**src/sopq_pkg.sv**
```systemverilog
// Shared types, request and status codes for the sequence-ordered packet queue.
package sopq_pkg;

    localparam int DEPTH_DEF    = 16;
    localparam int TAG_BITS_DEF = 16;

    localparam int SEQ_W    = 32;
    localparam int TAG_W    = 16;
    localparam int REQ_W    = 2;
    localparam int STATUS_W = 2;
    localparam int COUNT_W  = 5;
    localparam int IN_DATA_W  = 48;
    localparam int OUT_DATA_W = 120;

    localparam logic [REQ_W-1:0] REQ_INSERT = 2'd0;
    localparam logic [REQ_W-1:0] REQ_APPEND = 2'd1;
    localparam logic [REQ_W-1:0] REQ_REMOVE = 2'd2;

    localparam logic [STATUS_W-1:0] ST_DONE  = 2'd0;
    localparam logic [STATUS_W-1:0] ST_FULL  = 2'd1;
    localparam logic [STATUS_W-1:0] ST_EMPTY = 2'd2;

    typedef enum logic [1:0] {
        S_IDLE   = 2'b01,
        S_COMMIT = 2'b10
    } t_state;

    // controller -> datapath
    typedef struct packed {
        logic capture;
        logic commit;
    } t_cmd;

    // datapath -> controller
    typedef struct packed {
        logic full;
        logic empty;
    } t_stat;

endpackage

```
**src/sopq_ctrl.sv**
```systemverilog
// Controller state machine: request capture, commit and result handshake.
module sopq_ctrl (
    input  logic             i_clk,
    input  logic             i_rst_n,
    input  logic             i_in_valid,
    output logic             o_in_ready,
    output logic             o_out_valid,
    input  logic             i_out_ready,
    output sopq_pkg::t_cmd   o_cmd,
    input  sopq_pkg::t_stat  i_stat
);

    sopq_pkg::t_state r_state, n_state;
    logic             r_out_valid, n_out_valid;
    logic             w_out_free;

    assign o_in_ready  = (r_state == sopq_pkg::S_IDLE);
    assign o_out_valid = r_out_valid;
    assign w_out_free  = !r_out_valid || i_out_ready;

    always_comb begin
        n_state        = r_state;
        n_out_valid    = r_out_valid && !i_out_ready;
        o_cmd.capture  = 1'b0;
        o_cmd.commit   = 1'b0;
        unique case (r_state)
            sopq_pkg::S_IDLE: begin
                if (i_in_valid) begin
                    o_cmd.capture = 1'b1;
                    n_state       = sopq_pkg::S_COMMIT;
                end
            end
            sopq_pkg::S_COMMIT: begin
                // hold until the result register can take the new item
                if (w_out_free) begin
                    o_cmd.commit = 1'b1;
                    n_out_valid  = 1'b1;
                    n_state      = sopq_pkg::S_IDLE;
                end
            end
            default: begin
                n_state = sopq_pkg::S_IDLE;
            end
        endcase
    end

    always_ff @(posedge i_clk) begin
        if (!i_rst_n) begin
            r_state     <= sopq_pkg::S_IDLE;
            r_out_valid <= 1'b0;
        end else begin
            r_state     <= n_state;
            r_out_valid <= n_out_valid;
        end
    end

    a_commit_no_overwrite: assert property (@(posedge i_clk) disable iff (!i_rst_n)
        o_cmd.commit |-> (!r_out_valid || i_out_ready))
        else $error("commit would overwrite a pending result");

    a_commit_shows_result: assert property (@(posedge i_clk) disable iff (!i_rst_n)
        o_cmd.commit |=> r_out_valid)
        else $error("committed item not presented");

    a_capture_then_commit: assert property (@(posedge i_clk) disable iff (!i_rst_n)
        o_cmd.capture |=> (r_state == sopq_pkg::S_COMMIT))
        else $error("captured item not followed by commit state");

    a_full_empty_excl: assert property (@(posedge i_clk) disable iff (!i_rst_n)
        !(i_stat.full && i_stat.empty))
        else $error("queue reported full and empty at once");

endmodule

```
**src/sopq_dpath.sv**
```systemverilog
// Datapath: row of queue cells, compare vector, suffix-OR network and result register.
module sopq_dpath #(
    parameter int DEPTH    = sopq_pkg::DEPTH_DEF,
    parameter int TAG_BITS = sopq_pkg::TAG_BITS_DEF
) (
    input  logic                               i_clk,
    input  logic                               i_rst_n,
    input  sopq_pkg::t_cmd                     i_cmd,
    output sopq_pkg::t_stat                    o_stat,
    input  logic [sopq_pkg::REQ_W-1:0]         i_req,
    input  logic [sopq_pkg::SEQ_W-1:0]         i_seq,
    input  logic [sopq_pkg::TAG_W-1:0]         i_tag,
    output logic [sopq_pkg::STATUS_W-1:0]      o_res_user,
    output logic [sopq_pkg::OUT_DATA_W-1:0]    o_res_data
);

    localparam int CW = $clog2(DEPTH + 1);
    localparam int TW = (TAG_BITS < sopq_pkg::TAG_W) ? TAG_BITS : sopq_pkg::TAG_W;
    localparam int LV = $clog2(DEPTH);

    logic [sopq_pkg::SEQ_W-1:0] r_slot_seq [DEPTH];
    logic [TW-1:0]              r_slot_tag [DEPTH];
    logic [sopq_pkg::SEQ_W-1:0] n_slot_seq [DEPTH];
    logic [TW-1:0]              n_slot_tag [DEPTH];
    logic [CW-1:0]              r_count, n_count;
    logic [sopq_pkg::SEQ_W-1:0] r_tail, n_tail;

    logic [sopq_pkg::REQ_W-1:0] r_req;
    logic [sopq_pkg::SEQ_W-1:0] r_seq;
    logic [TW-1:0]              r_tag;
    logic [DEPTH-1:0]           r_le;

    logic [sopq_pkg::STATUS_W-1:0] r_out_status, n_out_status;
    logic [sopq_pkg::SEQ_W-1:0]    r_out_rseq, n_out_rseq;
    logic [TW-1:0]                 r_out_rtag, n_out_rtag;
    logic [CW-1:0]                 r_out_count;
    logic [sopq_pkg::SEQ_W-1:0]    r_out_head, n_out_head;
    logic [sopq_pkg::SEQ_W-1:0]    r_out_tail, n_out_tail;

    logic [DEPTH-1:0] w_pre [LV+1];
    logic [DEPTH-1:0] w_suf;
    logic             w_full, w_empty;
    logic             w_do_ins, w_do_app, w_do_rem;
    logic             w_tail_hit;
    logic [sopq_pkg::COUNT_W-1:0] w_cnt5;
    logic [sopq_pkg::TAG_W-1:0]   w_rtag16;

    assign w_full  = (r_count == CW'(DEPTH));
    assign w_empty = (r_count == '0);
    assign o_stat.full  = w_full;
    assign o_stat.empty = w_empty;

    assign w_do_ins = i_cmd.commit && (r_req == sopq_pkg::REQ_INSERT) && !w_full;
    assign w_do_app = i_cmd.commit && (r_req == sopq_pkg::REQ_APPEND) && !w_full;
    assign w_do_rem = i_cmd.commit && (r_req == sopq_pkg::REQ_REMOVE) && !w_empty;

    // suffix OR of the compare vector: w_suf[j] set when some held entry at or
    // beyond j is not larger than the new sequence
    always_comb begin
        w_pre[0] = r_le;
        for (int l = 0; l < LV; l++) begin
            for (int j = 0; j < DEPTH; j++) begin
                if (j + (1 << l) < DEPTH) begin
                    w_pre[l+1][j] = w_pre[l][j] | w_pre[l][j + (1 << l)];
                end else begin
                    w_pre[l+1][j] = w_pre[l][j];
                end
            end
        end
        w_suf = w_pre[LV];
    end

    // per-cell next value: shift toward the head, shift toward the tail, load, hold
    always_comb begin
        w_tail_hit = 1'b0;
        for (int j = 0; j < DEPTH; j++) begin
            n_slot_seq[j] = r_slot_seq[j];
            n_slot_tag[j] = r_slot_tag[j];
            if (w_do_rem) begin
                if (j < DEPTH - 1) begin
                    n_slot_seq[j] = r_slot_seq[j+1];
                    n_slot_tag[j] = r_slot_tag[j+1];
                end
            end else if (w_do_app) begin
                if (CW'(j) == r_count) begin
                    n_slot_seq[j] = r_seq;
                    n_slot_tag[j] = r_tag;
                end
            end else if (w_do_ins) begin
                if (j == 0) begin
                    if (!w_suf[0]) begin
                        n_slot_seq[j] = r_seq;
                        n_slot_tag[j] = r_tag;
                        w_tail_hit    = w_tail_hit | (r_count == '0);
                    end
                end else if (!w_suf[j-1]) begin
                    n_slot_seq[j] = r_slot_seq[j-1];
                    n_slot_tag[j] = r_slot_tag[j-1];
                end else if (!w_suf[j]) begin
                    n_slot_seq[j] = r_seq;
                    n_slot_tag[j] = r_tag;
                    w_tail_hit    = w_tail_hit | (CW'(j) == r_count);
                end
            end
        end
    end

    always_comb begin
        n_count = r_count;
        n_tail  = r_tail;
        if (w_do_ins || w_do_app) begin
            n_count = r_count + CW'(1);
        end else if (w_do_rem) begin
            n_count = r_count - CW'(1);
        end
        if (w_do_app || (w_do_ins && w_tail_hit)) begin
            n_tail = r_seq;
        end

        n_out_status = sopq_pkg::ST_DONE;
        if ((r_req == sopq_pkg::REQ_INSERT || r_req == sopq_pkg::REQ_APPEND) && w_full) begin
            n_out_status = sopq_pkg::ST_FULL;
        end else if (r_req == sopq_pkg::REQ_REMOVE && w_empty) begin
            n_out_status = sopq_pkg::ST_EMPTY;
        end
        n_out_rseq = w_do_rem ? r_slot_seq[0] : '0;
        n_out_rtag = w_do_rem ? r_slot_tag[0] : '0;
        n_out_head = (n_count == '0) ? '0 : n_slot_seq[0];
        n_out_tail = (n_count == '0) ? '0 : n_tail;
    end

    always_ff @(posedge i_clk) begin
        if (!i_rst_n) begin
            r_count <= '0;
        end else if (i_cmd.commit) begin
            r_count <= n_count;
        end
    end

    always_ff @(posedge i_clk) begin
        if (i_cmd.capture) begin
            r_req <= i_req;
            r_seq <= i_seq;
            r_tag <= i_tag[TW-1:0];
            for (int j = 0; j < DEPTH; j++) begin
                r_le[j] <= (CW'(j) < r_count) && (r_slot_seq[j] <= i_seq);
            end
        end
        if (i_cmd.commit) begin
            for (int j = 0; j < DEPTH; j++) begin
                r_slot_seq[j] <= n_slot_seq[j];
                r_slot_tag[j] <= n_slot_tag[j];
            end
            r_tail       <= n_tail;
            r_out_status <= n_out_status;
            r_out_rseq   <= n_out_rseq;
            r_out_rtag   <= n_out_rtag;
            r_out_count  <= n_count;
            r_out_head   <= n_out_head;
            r_out_tail   <= n_out_tail;
        end
    end

    generate
        if (CW >= sopq_pkg::COUNT_W) begin : g_cnt_trunc
            assign w_cnt5 = r_out_count[sopq_pkg::COUNT_W-1:0];
        end else begin : g_cnt_ext
            assign w_cnt5 = {{(sopq_pkg::COUNT_W - CW){1'b0}}, r_out_count};
        end
        if (TW == sopq_pkg::TAG_W) begin : g_tag_full
            assign w_rtag16 = r_out_rtag;
        end else begin : g_tag_ext
            assign w_rtag16 = {{(sopq_pkg::TAG_W - TW){1'b0}}, r_out_rtag};
        end
    endgenerate

    assign o_res_user = r_out_status;
    assign o_res_data = {2'b00, r_out_tail, r_out_head, (r_out_count == '0), w_cnt5,
                         w_rtag16, r_out_rseq};

endmodule

```
**src/sequence_ordered_packet_queue.sv**
```systemverilog
// Top level of the sequence-ordered packet descriptor queue.
// An accepted item is captured with its compare vector and committed to the result register
// once that register is free; a stalled result holds the commit step until it is taken.
// A new item is accepted only after the previous one is committed, set by the capture/commit
// sequence of the controller (compare against all cells, then a shift of the whole cell row).
// Reset: synchronous, active low; clears the entry count, the controller state and
// the result valid flag. Queue cells hold no reset value and are only read below the count.
module sequence_ordered_packet_queue #(
    parameter int DEPTH    = sopq_pkg::DEPTH_DEF,
    parameter int TAG_BITS = sopq_pkg::TAG_BITS_DEF
) (
    input  logic                              i_clk,
    input  logic                              i_rst_n,
    input  logic                              s_axis_tvalid,
    output logic                              s_axis_tready,
    // seq [31:0], entry_tag [47:32]
    input  logic [sopq_pkg::IN_DATA_W-1:0]    s_axis_tdata,
    // req_type [1:0]
    input  logic [sopq_pkg::REQ_W-1:0]        s_axis_tuser,
    output logic                              m_axis_tvalid,
    input  logic                              m_axis_tready,
    // removed_seq [31:0], removed_tag [47:32], entry_count [52:48], queue_empty [53],
    // head_seq [85:54], tail_seq [117:86], zero pad [119:118]
    output logic [sopq_pkg::OUT_DATA_W-1:0]   m_axis_tdata,
    // status [1:0]
    output logic [sopq_pkg::STATUS_W-1:0]     m_axis_tuser
);

    // Command and status between the controller and the cell datapath.
    sopq_pkg::t_cmd  w_cmd;
    sopq_pkg::t_stat w_stat;

    // Controller: accept an item, then commit it once the result register is free.
    sopq_ctrl u_ctrl (
        .i_clk       (i_clk),
        .i_rst_n     (i_rst_n),
        .i_in_valid  (s_axis_tvalid),
        .o_in_ready  (s_axis_tready),
        .o_out_valid (m_axis_tvalid),
        .i_out_ready (m_axis_tready),
        .o_cmd       (w_cmd),
        .i_stat      (w_stat)
    );

    // Datapath: capture compares every held cell against the new sequence; commit updates the
    // cell row (shift for insert or remove, load at the count for append) and loads the result.
    sopq_dpath #(
        .DEPTH    (DEPTH),
        .TAG_BITS (TAG_BITS)
    ) u_dpath (
        .i_clk      (i_clk),
        .i_rst_n    (i_rst_n),
        .i_cmd      (w_cmd),
        .o_stat     (w_stat),
        .i_req      (s_axis_tuser),
        .i_seq      (s_axis_tdata[sopq_pkg::SEQ_W-1:0]),
        .i_tag      (s_axis_tdata[sopq_pkg::SEQ_W +: sopq_pkg::TAG_W]),
        .o_res_user (m_axis_tuser),
        .o_res_data (m_axis_tdata)
    );

endmodule

```
**config.mk**
```make
export PLATFORM = sky130hd
export DESIGN_NAME = sequence_ordered_packet_queue
export DESIGN_NICKNAME = d
export VERILOG_FILES = /design/src/sopq_pkg.sv /design/src/sopq_ctrl.sv /design/src/sopq_dpath.sv /design/src/sequence_ordered_packet_queue.sv
export SDC_FILE = /design/constraint.sdc
export NUM_CORES = 2
export LEC_CHECK = 0
export ABC_CLOCK_PERIOD_IN_PS = 18800
export BUFFER_PORTS_ARGS = -buffer_cell sky130_fd_sc_hd__buf_2
export CAP_MARGIN = 20
export CORE_MARGIN = 2
export CORE_UTILIZATION = 50
export DETAILED_ROUTE_END_ITERATION = 10
export GPL_TIMING_DRIVEN = 0
export PLACE_DENSITY_LB_ADDON = 0.2
export SYNTH_ARGS = -nofsm -noshare
export SYNTH_HDL_FRONTEND = slang
export SYNTH_SLANG_ARGS = --single-unit
```
**constraint.sdc**
```tcl
create_clock -name i_clk -period 18.8 [get_ports i_clk]
set_input_delay 0.94 -clock i_clk [delete_from_list [all_inputs] [get_ports i_clk]]
set_output_delay 0.94 -clock i_clk [all_outputs]
set_load 0.1 [all_outputs]
```
==> flow_metrics.py <==
metrics = {
    "outcome": {
        "outcome": "finished, final reports clean",
    },
    "sta": {
        "setup_violations": 0,
        "period_share_pct": 35.3,
        "max_slew_margin_pct": 15.6,
        "hold_violations": 0,
        "finalSetupTns_ns": 0,
        "timing.final.crit_period_ns": 6.64,
        "skew_ns": 0.0273,
        "final_max_slew_viol_count": 0,
        "worst_slack_ns": 12.16,
        "fmax_mhz": 151,
        "rsz0062_at_grt": "no",
        "max_slew.worst_pin.slew_ns": 1.25,
    },
    "drt": {
        "drt_wl_total_um": 176000,
        "via_count": 43700,
        "ant_nets": 0,
        "drtPass1Iterations": 9,
        "first_iter_violations": 4452,
        "routedWlPerCell_um": 24.8,
        "viasPerCell": 6.14,
        "drc_errors": 0,
    },
    "worst_setup_path": {
        "worstSetupPathType": "reg -> reg",
        "crit_arrival_ns": 7.20,
        "cp.required_ns": 19.36,
        "r2r-start": "u_dpath.r_count[1]",
        "cp_cell_sequence": "clkbuf_1, inv_1, ha_1, nor2b_1, clkbuf_1, nand2_1, and2_1, clkbuf_1, clkbuf_2, clkbuf_1, clkbuf_1, clkbuf_1, nand2_1, o21ai_0",
        "slowest_delay_ns": 0.94,
        "critPathTopFamily": "buffers and inverters",
        "cp_slowest_cell": "clkbuf_1",
        "timing.rr.end": "u_dpath.r_slot_tag[4][27]",
        "r2r_slack_ns": 12.16,
        "reg2reg_depth": 14,
        "start_kind": "register",
        "crit_top_cell": "clkbuf_1",
        "crit_fanout": 10,
        "cp-end-kind": "register",
        "cp.buffers_inverters": 8,
    },
    "placement": {
        "place_hpwl_um": 139000,
        "place_inst": 6909,
        "io_buffers": 175,
        "gp_congestion": 0.977,
        "dp_worst_setup_slack_ns": 12.36,
    },
    "grt": {
        "antenna_found_initial": 1,
        "gr-usage-all-layers_pct": 29.0,
        "grt_max_degree": 52,
        "grt_pass1_vias": 44900,
        "grt_overflow": 0,
        "grt_pass1_wl_um": 266000,
    },
    "clock_network": {
        "cts_root_buf": "clkbuf_16",
        "post_cts_resized": 0,
        "cts_tree": "done",
        "clock-sinks": 993,
        "cts_setup_buffers": 0,
        "ctsHoldBuffers": 0,
        "path_clk_slew_ns": 0.06,
        "clk_path_buf_depth": 3,
        "clock_tree.htree_level_count": 3,
        "cts_buffers": 106,
        "worstSkewPairLatency_ns": 0.72,
    },
    "layout": {
        "fin_nets": 6064,
        "layoutNonFillerInstCount": 7107,
        "drive_gt1_share_pct": 8.62,
        "area_growth_pct": 11.8,
        "fill_cells": 9976,
        "fin_util_pct": 56.2,
    },
    "synthesis": {
        "syn_avg_cell_area_um2": 11.2,
        "ys_ff_latch": 993,
        "yosysWarnings": 0,
        "synth_edf_count": 985,
        "synthArstFlopShare_pct": 0,
        "synth_top_area_share_pct": 50.8,
        "synthFlopType": "edfxtp_1",
        "synth.top_cells.by_area": "edfxtp_1, mux2i_1, ha_1",
        "netlist-cell-type-count": 67,
        "synth_cells": 5181,
        "yosysTopAreaCell": "edfxtp_1",
        "syn_area_um2": 58200,
        "seq_area_frac_synth_pct": 51.1,
    },
    "worst_hold_path": {
        "min_path_type": "in -> reg",
        "hold_end": "u_dpath.r_tag[12]",
        "whs_path_depth": 1,
        "hold_start": "s_axis_tdata[44]",
    },
    "die": {
        "die_h_um": 345,
        "coreArea_um2": 116000,
        "die_w_um": 345,
        "initial_core_util_pct": 50.2,
        "rows": 125,
        "io_pins": 178,
        "dieArea_um2": 119000,
    },
    "pwr": {
        "leakage_nw": 23.2,
        "peakVddDrop_mv": 0.0891,
        "switching_share_pct": 24.3,
        "p_clk_share_pct": 42.0,
        "seqPwrFrac_pct": 49.9,
        "power_w": 0.00498,
        "p_per_area_nw_per_um2": 76.5,
        "switching_power_w": 0.00121,
        "p_int_w": 0.00377,
        "power_frac_comb_pct": 8.1,
    },
    "flow_run": {
        "drv_cap": 0,
    },
}
==> metrics by stage <==
stage | instance area, um^2 | hold slack [ns]
after floorplan | 58200 | 0.496
after global placement | 61000 | 0.502
after detailed placement | 61700 | 0.521
after CTS | 65100 | 0.362
after global routing | 65100 | 0.364
final | 65100 | 0.399
==> synth_stat cells, drive strengths merged, types with 3 or more instances <==
cell type / count
a211oi: 14
a21boi: 5
a21o: 189
a21oi: 158
a221o: 3
a221oi: 4
a222oi: 32
a31oi: 3
and2: 13
and3: 49
and4: 5
buf: 73
clkbuf: 288
dfxtp: 8
edfxtp: 985
ha: 517
inv: 86
mux2: 80
mux2i: 671
nand2: 741
nand2b: 17
nand3: 22
nand4: 126
nand4b: 3
nor2: 117
nor2b: 71
nor3: 30
nor3b: 5
nor4: 19
o21a: 11
o21ai: 788
o32ai: 6
or3: 8
or4: 3
xnor2: 4
==> flip-flops by register name (all words and copies together), names as in the netlist, 32 cells and up <==
register,count
u_dpath.r_out_rseq,32
u_dpath.r_out_tail,32
u_dpath.r_slot_seq,512
u_dpath.r_seq,32
u_dpath.r_tail,32
u_dpath.r_slot_tag,256
u_dpath.r_out_head,32
==> worst register-to-register path, delay by kind of cell (launching register included) <==
kind	cells	cell delay [ns]
adders and majority gates	1	0.22
and+or+nand+nor	4	1.23
AOI/OAI and AO/OA	1	0.14
buffers and inverters	8	4.51
DFF	1	0.41
==> cells in the final DEF, fill, tap and decap left out, drive strengths merged, types with 5 or more instances in the layout <==
cell type	netlist	layout
nor3	30	30
nand2b	17	17
o32ai	6	6
nand4	126	126
and3	49	49
o21a	11	11
nor2	117	117
o21ai	788	788
mux2	80	80
clkinv	0	47
and2	13	13
a21o	189	189
nor2b	71	71
nand3	22	22
a21oi	158	158
nand2	741	741
bufinv	0	8
a211oi	14	14
ha	517	517
a21boi	5	5
inv	86	89
dfxtp	8	8
and4	5	5
or3	8	8
nor3b	5	5
mux2i	671	671
clkbuf	288	423
edfxtp	985	985
a222oi	32	32
buf	73	276
nor4	19	19
==> power by group through the flow <==
stage	Clock [W]	Sequential [W]	Combinational, W
3_5_place_dp	0	0.00253	0.000398
6_report	0.00209	0.00248	0.000403
4_1_cts	0.00211	0.00248	0.000400
5_1_grt	0.00219	0.00248	0.000444
3_3_place_gp	0	0.00253	0.000379
2_1_floorplan	0	0.00254	0.000259
==> kinds of logic (layout without fill, tap and decap cells) <==
kind of cell | Yosys count | count (layout) | synth area share [%]
flip-flops | 993 | 993 | 51.1
XOR/XNOR | 4 | 4 | 0.0602
AO/OA/AOI/OAI | 1232 | 1232 | 12.0
AND/OR/NAND/NOR | 1236 | 1236 | 9.60
multiplexers | 751 | 751 | 13.1
buffers and inverters | 447 | 845 | 3.03
adder cells (fa/ha/maj) | 517 | 517 | 11.1
other | 1 | 5 | 0.00644
==> worst max-delay path by stage <==
stage | startpoint | slack (ns) | cells after the start | end
2_1_floorplan | m_axis_tready | 9.46 | 2 | u_dpath.o_res_user[0]
3_3_place_gp | m_axis_tready | 6.13 | 3 | u_dpath.r_out_rtag[12]
3_5_place_dp | u_dpath.r_count[1] | 12.36 | 14 | u_dpath.r_slot_tag[4][28]
4_1_cts | u_dpath.r_count[0] | 12.36 | 14 | u_dpath.r_slot_tag[2][13]
5_1_grt | u_dpath.r_count[0] | 12.07 | 14 | u_dpath.r_slot_tag[3][30]
6_report | u_dpath.r_count[1] | 12.16 | 14 | u_dpath.r_slot_tag[4][27]
==> metal layers <==
| layer | wire length, um | track usage (%) | up-vias |
|---|---|---|---|
| met1 | 76300 | 39.5 | 21700 |
| met5 | 0 | 0 | - |
| met3 | 11800 | 4.48 | 300 |
| met4 | 4870 | 8.48 | 0 |
| li1 | - | - | 20100 |
| met2 | 83500 | 48.1 | 1586 |
==> final cells by class <==
class / instances / area, um^2 / share of cell area, %
diodes: 3 / 7.51 / 0.0115
plain buffers: 361 / 1440 / 2.21
clock buffers: 135 / 2780 / 4.28
clock inverters: 60 / 562 / 0.863
inverters: 86 / 323 / 0.496
multi-input cells: 3742 / 26900 / 41.3
flip-flops and latches: 993 / 29700 / 45.7
well taps: 1524 / 1910 / 2.93
repair buffers: 203 / 1410 / 2.17
Note: power is estimated with default switching activity, not from simulation.
